<file path="config.mk">
export PLATFORM = sky130hd
export DESIGN_NAME = smi_engine_flat
export DESIGN_NICKNAME = d
export VERILOG_FILES = /design/src/rtl/smi_pkg.sv /design/src/rtl/smi_if.sv /design/src/rtl/smi_engine.sv /design/src/flat_wrapper.sv
export SDC_FILE = /design/constraint.sdc
export NUM_CORES = 1
export LEC_CHECK = 0
export BUFFER_PORTS_ARGS = -buffer_cell sky130_fd_sc_hd__buf_2
export CORE_MARGIN = 5
export CORE_UTILIZATION = 55
export CTS_CLUSTER_DIAMETER = 60
export DETAILED_ROUTE_END_ITERATION = 6
export GPL_TIMING_DRIVEN = 0
export PLACE_DENSITY = 0.89
export RECOVER_POWER = 50
export SYNTH_ARGS = -nofsm -noshare
export SYNTH_HDL_FRONTEND = slang
export SYNTH_SLANG_ARGS = --single-unit
</file>
<file path="constraint.sdc">
create_clock -name clk -period 6.9 [get_ports clk]
set_input_delay 0.345 -clock clk [delete_from_list [all_inputs] [get_ports clk]]
set_output_delay 0.345 -clock clk [all_outputs]
set_load 0.01 [all_outputs]
</file>
<file path="src/rtl/smi_pkg.sv">
// ----------------------------------------------------------------------------
// smi_pkg
// Types shared by the sorted multiset intersection block.
// ----------------------------------------------------------------------------
`timescale 1ns / 1ps
`default_nettype none

package smi_pkg;

	localparam int VALUE_W = 64;
	localparam int POS_W   = 6;

	typedef logic signed [VALUE_W-1:0] value_t;
	typedef logic [POS_W-1:0]          pos_t;

	// memory control between engine and store
	typedef struct packed {
		logic wr_en;
		logic wr_sel;   // 0 left, 1 right
		logic rd_en;
		logic rd_sel;
	} smi_mem_ctl_t;

endpackage

`default_nettype wire

</file>
<file path="src/rtl/smi_if.sv">
// ----------------------------------------------------------------------------
// smi_in_if / smi_out_if
// Valid/ready channels for list elements and intersection results.
// ----------------------------------------------------------------------------
`timescale 1ns / 1ps
`default_nettype none

interface smi_in_if;
	logic           valid;
	logic           ready;
	logic           mode;
	smi_pkg::value_t value;
	logic           last;

	modport source (output valid, output mode, output value, output last, input ready);
	modport sink   (input valid, input mode, input value, input last, output ready);
endinterface

interface smi_out_if;
	logic           valid;
	logic           ready;
	smi_pkg::value_t common_value;
	smi_pkg::pos_t  left_position;
	smi_pkg::pos_t  right_position;
	logic           none_found;
	logic           overflow;
	logic           final_res;

	modport source (output valid, output common_value, output left_position,
		output right_position, output none_found, output overflow, output final_res,
		input ready);
	modport sink   (input valid, input common_value, input left_position,
		input right_position, input none_found, input overflow, input final_res,
		output ready);
endinterface

`default_nettype wire

</file>
<file path="src/rtl/smi_engine.sv">
// ----------------------------------------------------------------------------
// smi_engine
// Load counters and scan sequencer: finds each next common value by
// repeated scans of the element memories with signed comparisons.
// ----------------------------------------------------------------------------
`timescale 1ns / 1ps
`default_nettype none

module smi_engine #(
	parameter int MAX_LEN = 64,
	parameter int AW      = $clog2(MAX_LEN)
) (
	input  logic                  clk,
	input  logic                  arst_n,
	smi_in_if.sink                items,
	smi_out_if.source             results,
	output smi_pkg::smi_mem_ctl_t ctl,
	output logic [AW-1:0]         wr_addr,
	output smi_pkg::value_t       wr_data,
	output logic [AW-1:0]         rd_addr,
	input  smi_pkg::value_t       rd_data
);
	import smi_pkg::*;

	localparam int CW = $clog2(MAX_LEN + 1);
	localparam logic [CW-1:0] FULL = CW'(MAX_LEN);

	localparam logic [2:0] S_LOAD = 3'd0;
	localparam logic [2:0] S_FIND = 3'd1;
	localparam logic [2:0] S_CNTR = 3'd2;
	localparam logic [2:0] S_TAKE = 3'd3;
	localparam logic [2:0] S_EMIT = 3'd4;
	localparam logic [2:0] S_NONE = 3'd5;

	logic [2:0]    st_q;
	logic [CW-1:0] lc_q, rc_q, idx_q, cl_q, cr_q, pend_cnt_q;
	logic          ovf_q, rdv_q, have_prev_q, found_q, pend_valid_q, fin_q;
	logic [AW-1:0] rda_q, lp_q, rp_q, pend_lp_q, pend_rp_q;
	value_t        prev_q, min_q, pend_val_q;

	logic          out_valid_q, out_none_q, out_ovf_q, out_fin_q;
	value_t        out_val_q;
	pos_t          out_lp_q, out_rp_q;

	logic          acc, scanning, issue, scan_end, slot_free, load_out;
	logic          gt_prev, lt_min, eq_min;
	logic [CW-1:0] scan_cnt, cmin;

	always_comb begin
		acc       = items.valid && items.ready;
		scanning  = (st_q == S_FIND) || (st_q == S_CNTR);
		scan_cnt  = (st_q == S_FIND) ? lc_q : rc_q;
		issue     = scanning && (idx_q != scan_cnt);
		scan_end  = scanning && (idx_q == scan_cnt) && !rdv_q;
		slot_free = !out_valid_q || results.ready;
		load_out  = slot_free && ((st_q == S_EMIT) || (st_q == S_NONE));
		gt_prev   = !have_prev_q || (prev_q < rd_data);
		lt_min    = rd_data < min_q;
		eq_min    = rd_data == min_q;
		cmin      = (cl_q < cr_q) ? cl_q : cr_q;

		ctl.wr_en  = acc && (items.mode ? (rc_q != FULL) : (lc_q != FULL));
		ctl.wr_sel = items.mode;
		ctl.rd_en  = issue;
		ctl.rd_sel = (st_q == S_CNTR);
		wr_addr    = items.mode ? rc_q[AW-1:0] : lc_q[AW-1:0];
		wr_data    = items.value;
		rd_addr    = idx_q[AW-1:0];
	end

	assign items.ready            = (st_q == S_LOAD);
	assign results.valid          = out_valid_q;
	assign results.common_value   = out_val_q;
	assign results.left_position  = out_lp_q;
	assign results.right_position = out_rp_q;
	assign results.none_found     = out_none_q;
	assign results.overflow       = out_ovf_q;
	assign results.final_res      = out_fin_q;

	always_ff @(posedge clk or negedge arst_n) begin
		if (!arst_n) begin
			st_q         <= S_LOAD;
			lc_q         <= '0;
			rc_q         <= '0;
			ovf_q        <= 1'b0;
			idx_q        <= '0;
			rdv_q        <= 1'b0;
			have_prev_q  <= 1'b0;
			found_q      <= 1'b0;
			pend_valid_q <= 1'b0;
			fin_q        <= 1'b0;
			out_valid_q  <= 1'b0;
		end else begin
			rdv_q <= issue;
			if (issue) begin
				idx_q <= idx_q + 1'b1;
			end
			if (load_out) begin
				out_valid_q <= 1'b1;
			end else if (results.ready) begin
				out_valid_q <= 1'b0;
			end
			case (st_q)
				S_LOAD: begin
					if (acc) begin
						if (!items.mode) begin
							if (lc_q != FULL) lc_q <= lc_q + 1'b1;
							else ovf_q <= 1'b1;
						end else begin
							if (rc_q != FULL) rc_q <= rc_q + 1'b1;
							else ovf_q <= 1'b1;
							if (items.last) begin
								st_q         <= S_FIND;
								idx_q        <= '0;
								found_q      <= 1'b0;
								have_prev_q  <= 1'b0;
								pend_valid_q <= 1'b0;
								fin_q        <= 1'b0;
							end
						end
					end
				end
				S_FIND: begin
					if (rdv_q && gt_prev) begin
						if (!found_q || lt_min) begin
							found_q <= 1'b1;
							min_q   <= rd_data;
							cl_q    <= CW'(1);
							lp_q    <= rda_q;
						end else if (eq_min) begin
							cl_q <= cl_q + 1'b1;
						end
					end
					if (scan_end) begin
						if (found_q) begin
							st_q  <= S_CNTR;
							idx_q <= '0;
							cr_q  <= '0;
						end else begin
							fin_q <= 1'b1;
							st_q  <= pend_valid_q ? S_EMIT : S_NONE;
						end
					end
				end
				S_CNTR: begin
					if (rdv_q && eq_min) begin
						if (cr_q == '0) rp_q <= rda_q;
						cr_q <= cr_q + 1'b1;
					end
					if (scan_end) begin
						if (cr_q != '0) begin
							st_q <= pend_valid_q ? S_EMIT : S_TAKE;
						end else begin
							prev_q      <= min_q;
							have_prev_q <= 1'b1;
							found_q     <= 1'b0;
							idx_q       <= '0;
							st_q        <= S_FIND;
						end
					end
				end
				S_TAKE: begin
					pend_valid_q <= 1'b1;
					pend_val_q   <= min_q;
					pend_lp_q    <= lp_q;
					pend_rp_q    <= rp_q;
					pend_cnt_q   <= cmin;
					prev_q       <= min_q;
					have_prev_q  <= 1'b1;
					found_q      <= 1'b0;
					idx_q        <= '0;
					st_q         <= S_FIND;
				end
				S_EMIT: begin
					if (slot_free) begin
						out_val_q   <= pend_val_q;
						out_lp_q    <= POS_W'(pend_lp_q);
						out_rp_q    <= POS_W'(pend_rp_q);
						out_none_q  <= 1'b0;
						out_ovf_q   <= ovf_q;
						out_fin_q   <= fin_q && (pend_cnt_q == CW'(1));
						pend_cnt_q  <= pend_cnt_q - 1'b1;
						if (pend_cnt_q == CW'(1)) begin
							if (fin_q) begin
								st_q  <= S_LOAD;
								lc_q  <= '0;
								rc_q  <= '0;
								ovf_q <= 1'b0;
							end else begin
								st_q <= S_TAKE;
							end
						end
					end
				end
				S_NONE: begin
					if (slot_free) begin
						out_val_q   <= '0;
						out_lp_q    <= '0;
						out_rp_q    <= '0;
						out_none_q  <= 1'b1;
						out_ovf_q   <= ovf_q;
						out_fin_q   <= 1'b1;
						st_q        <= S_LOAD;
						lc_q        <= '0;
						rc_q        <= '0;
						ovf_q       <= 1'b0;
					end
				end
				default: begin
					st_q <= S_LOAD;
				end
			endcase
		end
	end

	always_ff @(posedge clk) begin
		if (issue) begin
			rda_q <= idx_q[AW-1:0];
		end
	end

endmodule

`default_nettype wire

</file>
<file path="src/flat_wrapper.sv">
// flat-port wrapper written by rule: the top's interface ports become plain ports
module smi_engine_flat import smi_pkg::*;
#(
	parameter int MAX_LEN = 64,
	parameter int AW      = $clog2(MAX_LEN)
)
  (clk, arst_n, ctl, wr_addr, wr_data, rd_addr, rd_data, items_valid, items_mode, items_value, items_last, items_ready, results_valid, results_common_value, results_left_position, results_right_position, results_none_found, results_overflow, results_final_res, results_ready);
  smi_in_if items_i ();
  smi_out_if results_i ();
  input  logic clk;
  input  logic arst_n;
  output smi_pkg::smi_mem_ctl_t ctl;
  output logic [AW-1:0] wr_addr;
  output smi_pkg::value_t wr_data;
  output logic [AW-1:0] rd_addr;
  input  smi_pkg::value_t rd_data;
  input wire logic [$bits(items_i.valid)-1:0] items_valid;
  input wire logic [$bits(items_i.mode)-1:0] items_mode;
  input wire logic [$bits(items_i.value)-1:0] items_value;
  input wire logic [$bits(items_i.last)-1:0] items_last;
  output wire logic [$bits(items_i.ready)-1:0] items_ready;
  output wire logic [$bits(results_i.valid)-1:0] results_valid;
  output wire logic [$bits(results_i.common_value)-1:0] results_common_value;
  output wire logic [$bits(results_i.left_position)-1:0] results_left_position;
  output wire logic [$bits(results_i.right_position)-1:0] results_right_position;
  output wire logic [$bits(results_i.none_found)-1:0] results_none_found;
  output wire logic [$bits(results_i.overflow)-1:0] results_overflow;
  output wire logic [$bits(results_i.final_res)-1:0] results_final_res;
  input wire logic [$bits(results_i.ready)-1:0] results_ready;
  assign items_i.valid = items_valid;
  assign items_i.mode = items_mode;
  assign items_i.value = items_value;
  assign items_i.last = items_last;
  assign items_ready = items_i.ready;
  assign results_valid = results_i.valid;
  assign results_common_value = results_i.common_value;
  assign results_left_position = results_i.left_position;
  assign results_right_position = results_i.right_position;
  assign results_none_found = results_i.none_found;
  assign results_overflow = results_i.overflow;
  assign results_final_res = results_i.final_res;
  assign results_i.ready = results_ready;
  smi_engine #(.MAX_LEN(MAX_LEN), .AW(AW)) u_core (.clk(clk), .arst_n(arst_n), .items(items_i), .results(results_i), .ctl(ctl), .wr_addr(wr_addr), .wr_data(wr_data), .rd_addr(rd_addr), .rd_data(rd_data));
endmodule
</file>
Word-level counts from Yosys, hierarchy flattened:

Index checks and enable logic that the tools add are counted.

* output and inout port bits: 161
* input port bits: 134
* word-level logic and storage cells: 205
* register bits: 353

* $add $sub $neg: 6
* $lt $le $gt $ge: 3
* equal/unequal tests: 31
* mux-type cells: 87
* reductions and logical operators: 50

Operators by type and width (count)
* $mux W64: 4
* $pmux W64 S2: 2
* $mux W7: 25
* $lt A64 B64 Y1: 2
* $eq A64 B64 Y1: 1
* $pmux W7 S3: 2
* $reduce_and A8 Y1: 5
* $add A7 B1 Y7 const B: 5
* $mux W3: 11
* $pmux W7 S2: 2
* $pmux W7 S4: 1
* $mux W1: 25
* $mux W6: 4
* $pmux W6 S2: 2
* $reduce_and A4 Y1: 6
* $ne A2 B2 Y1 const B: 11
* $pmux W3 S6: 1
* $reduce_bool A2 Y1: 8
* $ne A2 B1 Y1 const B: 7
* $ne A7 B7 Y1 const B: 2
* $reduce_and A6 Y1: 2
* $logic_and A1 B1 Y1: 9
* $pmux W1 S2: 4
* $eq A7 B1 Y1 const B: 1
* 22 further kinds: 35

Longest topological paths before layout:

Gate-level depths: netlist of run 1.

* depth in word-level cells: 9
* mapped depth: 11
* depth with buffers taken out: 10

Worst setup path before layout of run 1:

No wires, ideal clock.

* kind: flip-flop to flip-flop
* start: reg u_core.st_q[2]
* end: reg u_core.prev_q[0] (enable)
* path buffers: 2
* clock period less this slack: 5.822 ns
* setup slack: 1.078 ns
* required time: 6.393 ns
* arrival time: 5.315 ns
* library setup time: 0.507 ns
* cell stages (with the launch flop): 10
* cell sequence: dfrtp_1 buf_4 nor3b_4 buf_6 mux2i_1 xnor2_1 or4_4 nor4b_4 nand2_1 a21oi_1

* cells in the longest elaborated chain, start to end: 7
* elaborated cells on any way between the ends: 12
* those cells by class: eq/ne: 6; mux: 1; reduce/logical: 5

Ends and longest elaborated chain
* from (decl): line smi_engine.sv:35 `logic [2:0] st_q;`
* from (signal assigned): line smi_engine.sv:141 `st_q <= pend_valid_q ? S_EMIT : S_NONE;`
* from (signal assigned): line smi_engine.sv:152 `st_q <= pend_valid_q ? S_EMIT : S_TAKE;`
* $eq A3 B1 Y1: line smi_engine.sv:51, smi_engine.sv:52
* $mux W7: line smi_engine.sv:52 `scan_cnt = (st_q == S_FIND) ? lc_q : rc_q;`
* $eq A7 B7 Y1: line smi_engine.sv:54 `scan_end = scanning && (idx_q == scan_cnt) && !rdv_q;`
* $logic_and A1 B1 Y1 (2 in series): line smi_engine.sv:54
* $ne A2 B1 Y1 (no line)
* $reduce_and A4 Y1 (no line) (*)
* to (signal assigned): line smi_engine.sv:154 `prev_q <= min_q;`
* to (signal assigned): line smi_engine.sv:168 `prev_q <= min_q;`
* to (decl): line smi_engine.sv:39 `value_t prev_q, min_q, pend_val_q;`

Every way passes the cells marked *; elsewhere a longest branch is shown, timed or not.
A chain may end at the register's enable or synchronous reset.

Worst setup path in the final report of run 1:

* start: reg u_core.prev_q[43]
* end: reg u_core.min_q[24] (enable)

* cells in the longest elaborated chain, start to end: 4

Ends and longest elaborated chain
* $lt A64 B64 Y1: line smi_engine.sv:57 `gt_prev = !have_prev_q || (prev_q < rd_data);`
* $logic_or A1 B1 Y1: line smi_engine.sv:57
* $logic_and A1 B1 Y1: line smi_engine.sv:124 `if (rdv_q && gt_prev) begin`
* $reduce_and A4 Y1 (no line)
* to (signal assigned): line smi_engine.sv:127 `min_q <= rd_data;`
* to (decl): line smi_engine.sv:39

No other way between the ends.

==> impl_metrics.csv, run 1 <==
group,metric,value,unit
cts,max-clock-path-buffers,3,
timing,clock.fmax,0.239,GHz
worst_setup_path,cp-start-kind,"register",
worst_setup_path,cp.required,7.09,ns
synthesis,synth_top_area_share,57.7,%
grt,grt_pass1_wl,57.2,mm
grt,grt_use_total,21.2,%
placement,gp_congestion,0.871,
floorplanning,die_y,185,um
final_layout,final_util,65.4,%
final_layout,drive_gt1_share,10.6,%
grt,overflow,0,
synthesis,yosysTopAreaCell,"edfxtp_1",
floorplanning,fp.coreArea,29900,um2
final_layout,multi_input_area,5120,um2
synthesis,ys_ff_latch,353,
power,p_sw,0.00177,W
final_layout,diodes,0,
cts,cts-root-buf,"clkbuf_16",
cts,path_clk_slew,0.06,ns
timing,maxSlewHeadroom,-27.8,%
routing,via_per_inst,5.54,
final_layout,fin_nets,1843,
routing,drtIter0Drc,812,
worst_setup_path,cp_max_fo,45,
hold_path,hp-class,"in2reg",
synthesis,async_flop_share,8.78,%
synthesis,postSynthAreaPerCell,13.0,um2
floorplanning,die_w,185,um
timing,finalMaxSlewViolations,37,
final_layout,area_growth,16.7,%
worst_setup_path,r2r_start,"u_core.prev_q[43]",
status,violations,"DRC, capacitance limit, slew limit",
grt,grt_max_degree,65,
synthesis,netlist_top_cells_area,"edfxtp_1 (58%), ha_1 (11%), dfrtp_1 (4.6%)",
synthesis,synth_top_flop_cell,"edfxtp_1",
timing,fin_crit,4.18,ns
floorplanning,num_io_pins,295,
timing,whs,0.0788,ns
worst_setup_path,critical_path_class,"reg2reg",
floorplanning,dieArea,34000,um2
timing,worst_pin_slew,1.92,ns
cts,clk_latency,0.52,ns
routing,dr_total_vias,10984,
floorplanning,placement_rows,63,
hold_path,min-delay-start,"rd_data[61]",
grt,grt_pass1_vias,11293,
synthesis,ys_types,61,
power,irDropWorstVdd,0.259,mV
worst_setup_path,reg2reg_to,"u_core.min_q[24]",
synthesis,syn-instance-count,1288,
grt,antenna_found_initial,0,
routing,first_pass_iters,7,
timing,hold_viol,0,
routing,detail-route-antenna-nets,0,
cts,hold_buffers,1,
floorplanning,initial_core_util,56.1,%
final_layout,final_cell_mix,"edfxtp_1 (322), clkbuf_1 (244), inv_1 (151)",
worst_setup_path,end_kind,"register",
run,drv_cap,1,
timing,rsz0062_at_grt,"false",
power,p_seq_share,47.4,%
synthesis,yosysWarnings,0,
worst_setup_path,reg2reg_depth,10,
timing,fin_crit_sh,60.5,%
synthesis,syn_nets,1565,
routing,finalWirelength,37.6,mm
worst_setup_path,arrival,4.36,ns
routing,avgRoutedWirePerCell,19.0,um
cts,clock_sinks,353,
hold_path,hold_end,"u_core.min_q[61]",
status,outcome,"finished with violations",
power,power.internal,0.00439,W
cts,htreeDepth,2,
placement,portBuffers,230,
hold_path,whs_path_depth,1,
final_layout,nFillCells,2216,
cts,post-cts-setup-buffers,0,
power,swShare,28.7,%
power,power,0.00616,W
cts,cts_buffers,39,
final_layout,seq_area,10400,um2
power,p_per_area,315,nW/um2
synthesis,synth-edff-count,322,
final_layout,mostFrequentLayoutCell,"edfxtp_1",
placement,dp_hpwl,27.5,mm
power,clockPowerShare,32.2,%
timing,finalSetupViolCount,0,
synthesis,syn_area,16700,um2
power,p_leak,7.84,nW
synthesis,ys_seq_area_share,62.4,%
worst_setup_path,regToRegSetupSlack,2.72,ns
routing,drcViolationCount,1,
timing,clock_skew,0.0133,ns
cts,ctsResizeCount,0,
power,combPwrFrac,20.4,%
cts,cts_tree,"built",
==> stage by stage <==
step	cells	instance area [um2]	TNS [ns]	worst slack, ns
after CTS	1984	19800	0	2.71
after detailed placement	1914	18600	0	2.57
after global routing	1984	19500	0	2.46
after floorplan	1288	16700	0	1.08
final	1984	19500	0	2.72
after global placement	1908	18400	-66.55	-0.959
==> worst max path at each step <==
stage                                 start                 to  slack, ns  cells past startpoint
after floorplan              u_core.st_q[2]   u_core.prev_q[0]       1.08                      9
after global placement       u_core.st_q[2]  u_core.prev_q[27]      -0.96                      9
after detailed placement        rd_data[43]   u_core.min_q[25]       2.57                     12
after CTS                 u_core.prev_q[43]   u_core.min_q[24]       2.71                     10
after global routing      u_core.prev_q[43]    u_core.min_q[6]       2.46                     10
final                     u_core.prev_q[43]   u_core.min_q[24]       2.72                     10
==> cells by family (layout without fill, tap and decap cells) <==
group | count (synthesis) | after routing | share of synthesized area (%)
adders and majority gates | 143 | 143 | 10.7
buffers and inverters | 248 | 554 | 7.26
xor gates and xnor gates | 35 | 35 | 1.83
and+or+nand+nor | 317 | 317 | 10.1
DFF | 353 | 353 | 62.4
AOI/OAI and AO/OA | 173 | 173 | 6.54
muxes | 19 | 19 | 1.17
==> cells in the mapped netlist (2+ instances only) <==
master and number:
o211ai_1 6, a2111oi_2 2, nor2b_1 5, dfrtp_1 31
inv_1 151, xnor2_1 19, o22ai_1 4, and4b_1 2
nand4_1 23, and2_1 80, a21oi_2 2, nand3_1 25
o21a_1 6, nand2_1 65, buf_4 74, a21boi_0 3
nand2b_1 6, clkbuf_1 22, o31ai_1 4, a211oi_1 9
a21o_1 18, a2111oi_0 3, nor3_1 9, a21oi_1 58
xor2_1 16, o21ai_0 38, and3b_1 2, o221ai_1 2
and4_1 7, nor4b_1 2, mux2_2 5, a221oi_1 4
or3_1 3, ha_1 143, and3_1 8, mux2i_1 14
nor2_1 63, o41ai_1 3, edfxtp_1 322, nor4_1 8
==> metal layers <==
metal	vias to the layer above	wire (um)	GRT usage (%)
li1	5109	-	-
met5	-	0	0
met1	5313	14300	25.9
met2	459	19700	38.5
met4	0	1040	7.04
met3	103	2610	3.36
==> critical path, stage by stage (launching register included) <==
cell       delay [ns]
edfxtp_1         0.39
ha_1             0.32
a21oi_1          0.18
o21ai_0          0.13
a221oi_1         0.60
o211ai_1         0.18
a211oi_1         0.49
a2111oi_0        0.24
nor4bb_1         0.47
and2_4           0.50
buf_16           0.32
==> flip-flops by register name (all words and copies together), names as in the netlist, 64 cells and up <==
signal / cells
u_core.prev_q: 64
u_core.min_q: 64
u_core.pend_val_q: 64
u_core.results.common_value: 64
==> power by group through the flow <==
stage          Combinational (W)  Clock (W)  Sequential, W
3_5_place_dp             0.00127          0        0.00295
6_report                 0.00126    0.00198        0.00292
5_1_grt                  0.00139    0.00213        0.00295
4_1_cts                  0.00129    0.00201        0.00291
2_1_floorplan           0.000824          0        0.00293
3_3_place_gp             0.00117          0        0.00296
==> layout make-up <==
| class | count | area share, % |
|---|---|---|
| flip-flops and latches | 353 | 53.5 |
| clock buffers | 50 | 5.69 |
| repair buffers | 237 | 5.29 |
| multi-input cells | 687 | 26.2 |
| well taps | 390 | 2.50 |
| plain buffers | 97 | 3.30 |
| clock inverters | 19 | 0.640 |
| inverters | 151 | 2.90 |
No activity file was read; power rests on OpenSTA's default activity.
==> run 2, diff against run 1 <==
Settings changed: ABC_AREA set to 1, CORE_UTILIZATION 55 to 51, PLACE_DENSITY 0.89 to 0.87.
Clock period 6.9 ns to 3.8 ns, I/O delays scaled along.
==> impl_metrics.csv, run 2 <==
group,metric,value,unit
status,outcome,"finished clean",
floorplanning,fp.coreArea,32600,um2
synthesis,synth_most_common_cell,"edfxtp_1",
timing,clock.fmax,0.283,GHz
grt,grt_pass1_wl,60.4,mm
final_layout,seq_area,10400,um2
timing,whs,0.0888,ns
routing,via_per_inst,5.01,
grt,met2_usage,38.2,%
worst_setup_path,worstPathCellList,"nor2_1, inv_1, nor2_1, inv_2, nand2_4, inv_1, nor2_1, nand3_2, nand2_4, nand3_1, nor2_4, buf_16",
floorplanning,die_w,192,um
timing,fin_crit,3.54,ns
worst_setup_path,end_kind,"register",
worst_setup_path,cp_max_fo,22,
timing,clock_skew,0.0250,ns
grt,grt_use_met1,24.2,%
worst_setup_path,arrival,3.74,ns
worst_setup_path,reg2reg_depth,12,
cts,cts_tree,"built",
floorplanning,num_io_pins,295,
routing,first_pass_iters,5,
timing,fin_crit_sh,93.0,%
routing,drcViolationCount,0,
timing,maxSlewHeadroom,15.7,%
worst_setup_path,worstSetupEndpoint,"u_core.prev_q[25]",
worst_setup_path,critical_path_class,"reg2reg",
timing,hold_viol,0,
synthesis,async_flop_share,8.78,%
cts,max-clock-path-buffers,3,
worst_setup_path,cp-start-kind,"register",
run,drv_cap,0,
worst_setup_path,r2r_start,"u_core.st_q[2]",
final_layout,stdcell_count,2320,
synthesis,netlist_top_cells_area,"edfxtp_1 (57%), ha_1 (11%), inv_1 (6.6%)",
cts,cts_buffers,37,
worst_setup_path,reg2reg_to,"u_core.prev_q[25]",
timing,setup_tns,0,ns
synthesis,yosys-top-cells-count,"edfxtp_1 (322), inv_1 (296), nand2_1 (239)",
grt,antenna_found_initial,4,
worst_setup_path,cp_slowest_cell,"nor2_4",
grt,grt_pass1_vias,12107,
hold_path,hp-class,"in2reg",
final_layout,drive_gt1_share,9.61,%
routing,drtIter0Drc,860,
cts,clk_latency,0.53,ns
worst_setup_path,startpoint,"u_core.st_q[2]",
grt,top_usage_layer,"met2",
synthesis,postSynthAreaPerCell,11.3,um2
worst_setup_path,cp_common_cell,"nor2_1",
timing,worst_pin_slew,1.25,ns
synthesis,syn_nets,1777,
worst_setup_path,cp.required,4.01,ns
cts,cts-root-buf,"clkbuf_16",
final_layout,mostFrequentLayoutCell,"edfxtp_1",
power,p_leak,8.96,nW
synthesis,synth_top_area_share,57.2,%
final_layout,area_growth,21.5,%
placement,place_inst,2180,
floorplanning,die_y,192,um
worst_setup_path,regToRegSetupSlack,0.26,ns
synthesis,ys_seq_area_share,61.8,%
power,irDropWorstVdd,0.454,mV
placement,gp_congestion,0.882,
cts,clock_sinks,353,
synthesis,yosysTopAreaCell,"edfxtp_1",
power,p_per_area,584,nW/um2
final_layout,multi_input_area,4750,um2
final_layout,final_cell_mix,"edfxtp_1 (322), inv_1 (297), nand2_1 (239)",
synthesis,synth-edff-count,322,
grt,met3_usage,3.67,%
cts,htreeDepth,2,
floorplanning,placement_rows,66,
power,power,0.0120,W
placement,dp_hpwl,28.1,mm
routing,dr_total_vias,11623,
grt,grt_use_total,20.6,%
routing,avgRoutedWirePerCell,16.9,um
floorplanning,dieArea,36900,um2
routing,detail-route-antenna-nets,0,
cts,path_clk_slew,0.06,ns
synthesis,ys_types,43,
synthesis,yosysWarnings,0,
placement,portBuffers,230,
grt,overflow,0,
timing,finalSetupViolCount,0,
synthesis,syn-instance-count,1500,
floorplanning,initial_core_util,51.8,%
routing,finalWirelength,39.3,mm
grt,grt_max_degree,37,
synthesis,ys_ff_latch,353,
worst_setup_path,cp_slowest_stage_delay,0.70,ns
timing,rsz0062_at_grt,"false",
final_layout,final_util,63.0,%
synthesis,synth_top_flop_cell,"edfxtp_1",
final_layout,fin_nets,2121,
synthesis,syn_area,16900,um2
timing,finalMaxSlewViolations,0,
final_layout,nFillCells,2439,
-- run 2: cell count changes after synthesis, moves of 17 or more --
cell	before	now
nand2_1	65	239
inv_1	151	296
and2_1	80	0
a21oi_1	58	91
o21ai_0	38	66
a21o_1	18	0
xnor2_1	19	2
-- run 2: how the worst min path moves through the flow --
stage          cells after the start  startpoint                   to
2_1_floorplan                      0      arst_n         u_core.fin_q
3_3_place_gp                       1      arst_n       u_core.rc_q[5]
3_5_place_dp                       1      arst_n       u_core.rc_q[0]
4_1_cts                            4  items_last  u_core.pend_valid_q
5_1_grt                            4  items_last  u_core.pend_valid_q
6_report                           4  items_last  u_core.pend_valid_q
-- run 2: cell type report --
class / count / area share, %
buffer: 85 / 2.92
sequential: 353 / 50.8
inverter: 301 / 5.50
tap: 442 / 2.69
clock inverter: 23 / 1.59
antenna: 5 / 0.0609
clock buffer: 45 / 4.86
multi-input combinational: 761 / 23.1
timing repair buffer: 305 / 8.40
-- run 2: cells by family (layout without fill, tap and decap cells) --
logic type | count (synthesis) | in the layout | synth area share (%)
AO/OA/AOI/OAI | 182 | 182 | 5.71
XOR/XNOR | 15 | 15 | 0.777
adder cells (fa/ha/maj) | 143 | 143 | 10.6
buffers and inverters | 386 | 759 | 10.3
flip-flops | 353 | 353 | 61.8
other | 0 | 5 | 0
AND/OR/NAND/NOR | 421 | 421 | 10.9
-- run 2: stage by stage --
stage                     cell area, um2  setup WS [ns]
after floorplan                    16900          0.182
after global placement             18600          -1.05
after detailed placement           18800        -0.0449
after CTS                          20800          0.326
after global routing               20500         0.0631
final                              20500          0.265
-- run 2: timing repair --
| item | in CTS | in global routing |
|---|---|---|
| gates resized for setup | 0 | 0 |
| buffers inserted | 1 | 0 |
| hold endpoints to repair | 96 | 0 |
| endpoints found under the setup margin | 30 | 0 |
| hold buffers | 66 | 0 |
-- run 2: report_power, final --
group	total, W	internal (W)	switching [W]
sequential	0.00524	0.00494	0.000300
clock	0.00391	0.00243	0.00149
combinational	0.00285	0.000972	0.00188
-- run 2: per-layer routing --
metal / part of all wire [%] / wire length (um)
met3: 5.9 / 2320
met5: 0.033 / 13
met1: 38 / 15100
met2: 53 / 20800
met4: 2.5 / 997
-- run 2: critical path, delay by kind of cell, from the launching register on --
kind	cells	cell delay, ns
buf+inv	4	0.70
flops	1	0.41
simple gates	8	2.07
==> run 3, diff against run 2 <==
Settings changed: CORE_UTILIZATION 51 to 53, CTS_BUF_LIST set to sky130_fd_sc_hd__clkbuf_4 sky130_fd_sc_hd__clkbuf_8, PLACE_DENSITY 0.87 to 0.89.
==> impl_metrics.csv, run 3 (synthesis results as in run 2) <==
group,metric,value,unit
timing,finalMaxSlewViolations,0,
routing,drtIter0Drc,885,
floorplanning,num_io_pins,295,
timing,finalSetupViolCount,0,
floorplanning,dieArea,35600,um2
placement,dp_hpwl,28.0,mm
grt,antenna_found_initial,5,
timing,clock.fmax,0.291,GHz
grt,grt_max_degree,37,
grt,grt_pass1_vias,12227,
routing,dr_total_vias,11926,
floorplanning,die_w,189,um
routing,first_pass_iters,7,
final_layout,nFillCells,2391,
worst_setup_path,end_kind,"register",
worst_setup_path,cp.required,4.07,ns
worst_setup_path,reg2reg_depth,15,
timing,fin_crit,3.44,ns
status,outcome,"finished with violations",
final_layout,fin_nets,2143,
cts,cts-root-buf,"clkbuf_8",
placement,portBuffers,230,
routing,via_per_inst,5.16,
placement,gp_congestion,0.854,
timing,clock_skew,0.0404,ns
cts,cts_tree,"built",
final_layout,mostFrequentLayoutCell,"edfxtp_1",
timing,rsz0062_at_grt,"false",
timing,maxSlewHeadroom,21.0,%
power,irDropWorstVdd,0.468,mV
power,p_per_area,557,nW/um2
hold_path,hp-class,"in2reg",
power,power,0.0113,W
timing,worst_pin_slew,1.17,ns
floorplanning,initial_core_util,53.6,%
power,p_leak,8.90,nW
cts,htreeDepth,2,
routing,drcViolationCount,3,
floorplanning,die_y,189,um
final_layout,drive_gt1_share,11.1,%
final_layout,area_growth,19.9,%
floorplanning,placement_rows,65,
cts,max-clock-path-buffers,3,
grt,grt_use_total,21.7,%
cts,clk_latency,0.60,ns
worst_setup_path,cp_max_fo,30,
grt,overflow,0,
worst_setup_path,critical_path_class,"reg2reg",
final_layout,final_util,64.3,%
timing,fin_crit_sh,90.5,%
worst_setup_path,arrival,3.70,ns
hold_path,whs_path_depth,5,
worst_setup_path,cp-start-kind,"register",
worst_setup_path,cp_slowest_cell,"edfxtp_1",
cts,cts_buffers,57,
routing,detail-route-antenna-nets,0,
cts,clock_sinks,353,
routing,finalWirelength,40.0,mm
cts,path_clk_slew,0.07,ns
grt,grt_pass1_wl,62.2,mm
routing,avgRoutedWirePerCell,17.3,um
floorplanning,fp.coreArea,31600,um2
worst_setup_path,cp_slowest_stage_delay,0.40,ns
run,drv_cap,0,
worst_setup_path,cp_common_cell,"nand2_1",
status,violations,"DRC",
timing,hold_viol,0,
final_layout,final_cell_mix,"edfxtp_1 (322), inv_1 (298), nand2_1 (239)",
worst_setup_path,worstPathCellList,"ha_1, nand2_1, nor2_1, nand4_1, nor3b_2, nand2_1, nor2_1, nand2_1, nand2_1, nand2_1, nand3_1, nand4_1, nor2_4, buf_12, buf_12",
[run 3: cell count changes in the layout (fill, tap and decap cells not counted), moves of 2 or more]
cell,before,now
bufinv_16,8,1
clkbuf_8,0,60
clkbuf_16,39,0
clkbuf_1,232,226
dlygate4sd3_1,66,68
nor2_1,76,74
clkinv_1,4,10
clkbuf_4,6,24
[run 3: power breakdown]
group / total (W) / switching, W / internal, W / leakage [nW]
clock network: 0.00317 / 0.00148 / 0.00169 / 0.570
registers: 0.00526 / 0.000313 / 0.00495 / 3.32
logic: 0.00286 / 0.00188 / 0.000979 / 5.01
total: 0.0113 / 0.00367 / 0.00762 / 8.90
[run 3: cell type report]
cell class / instances / area (um2) / share of cell area (%)
sequential: 353 / 10400 / 51.5
multi-input combinational: 761 / 4770 / 23.5
timing repair buffer: 307 / 1750 / 8.61
inverter: 301 / 1130 / 5.57
clock buffer: 78 / 961 / 4.74
buffer: 85 / 601 / 2.96
tap: 402 / 503 / 2.48
clock inverter: 19 / 114 / 0.562
antenna: 4 / 10.0 / 0.0494
[run 3: stage by stage]
step	TNS, ns	hold WS [ns]	setup slack, ns	instance area (um2)	instances
final	0	0.177	0.362	20300	2310
after global routing	0	0.231	0.155	20300	2310
after CTS	0	0.120	0.188	20500	2306
after detailed placement	-3.01	0.315	-0.102	18800	2140
after global placement	-243.46	0.303	-0.968	18600	2132
after floorplan	0	-0.106	0.182	16900	1500
[run 3: routing by layer]
metal / wire length (um) / share of wire, % / GRT usage (%) / vias to the layer above
li1: - / - / - / 5710
met1: 15500 / 39 / 26.1 / 5612
met2: 20400 / 51 / 38.7 / 492
met3: 2690 / 6.7 / 4.32 / 110
met4: 1380 / 3.4 / 8.24 / 2
met5: 13 / 0.033 / 0 / -
[run 3: final timing paths]
kind	endpoint	startpoint	slack, ns
max reg2reg	u_core.min_q[6]	u_core.prev_q[63]	0.36
min reg2reg	u_core.pend_lp_q[2]	u_core.lp_q[2]	0.42
min	u_core.ovf_q	items_valid	0.18
min in group asynchronous	u_core.ovf_q	arst_n	0.22
max	u_core.min_q[6]	u_core.prev_q[63]	0.36
max in group asynchronous	u_core.have_prev_q	arst_n	3.05
[run 3: repair_timing]
action | 4_1_cts | 5_1_grt
pin swaps | 1 | 0
gates resized for setup | 0 | 1
setup buffers | 1 | 0
hold buffers | 68 | 0
setup endpoints to repair | 30 | 13
gates cloned | 0 | 0
endpoints found under the hold margin | 98 | 0
[run 3: critical path: cells and delay by family, from the launching register on]
kind | cells | cell delay (ns)
flops | 1 | 0.40
simple gates | 12 | 1.90
buf+inv | 2 | 0.43
fa+ha+maj | 1 | 0.36
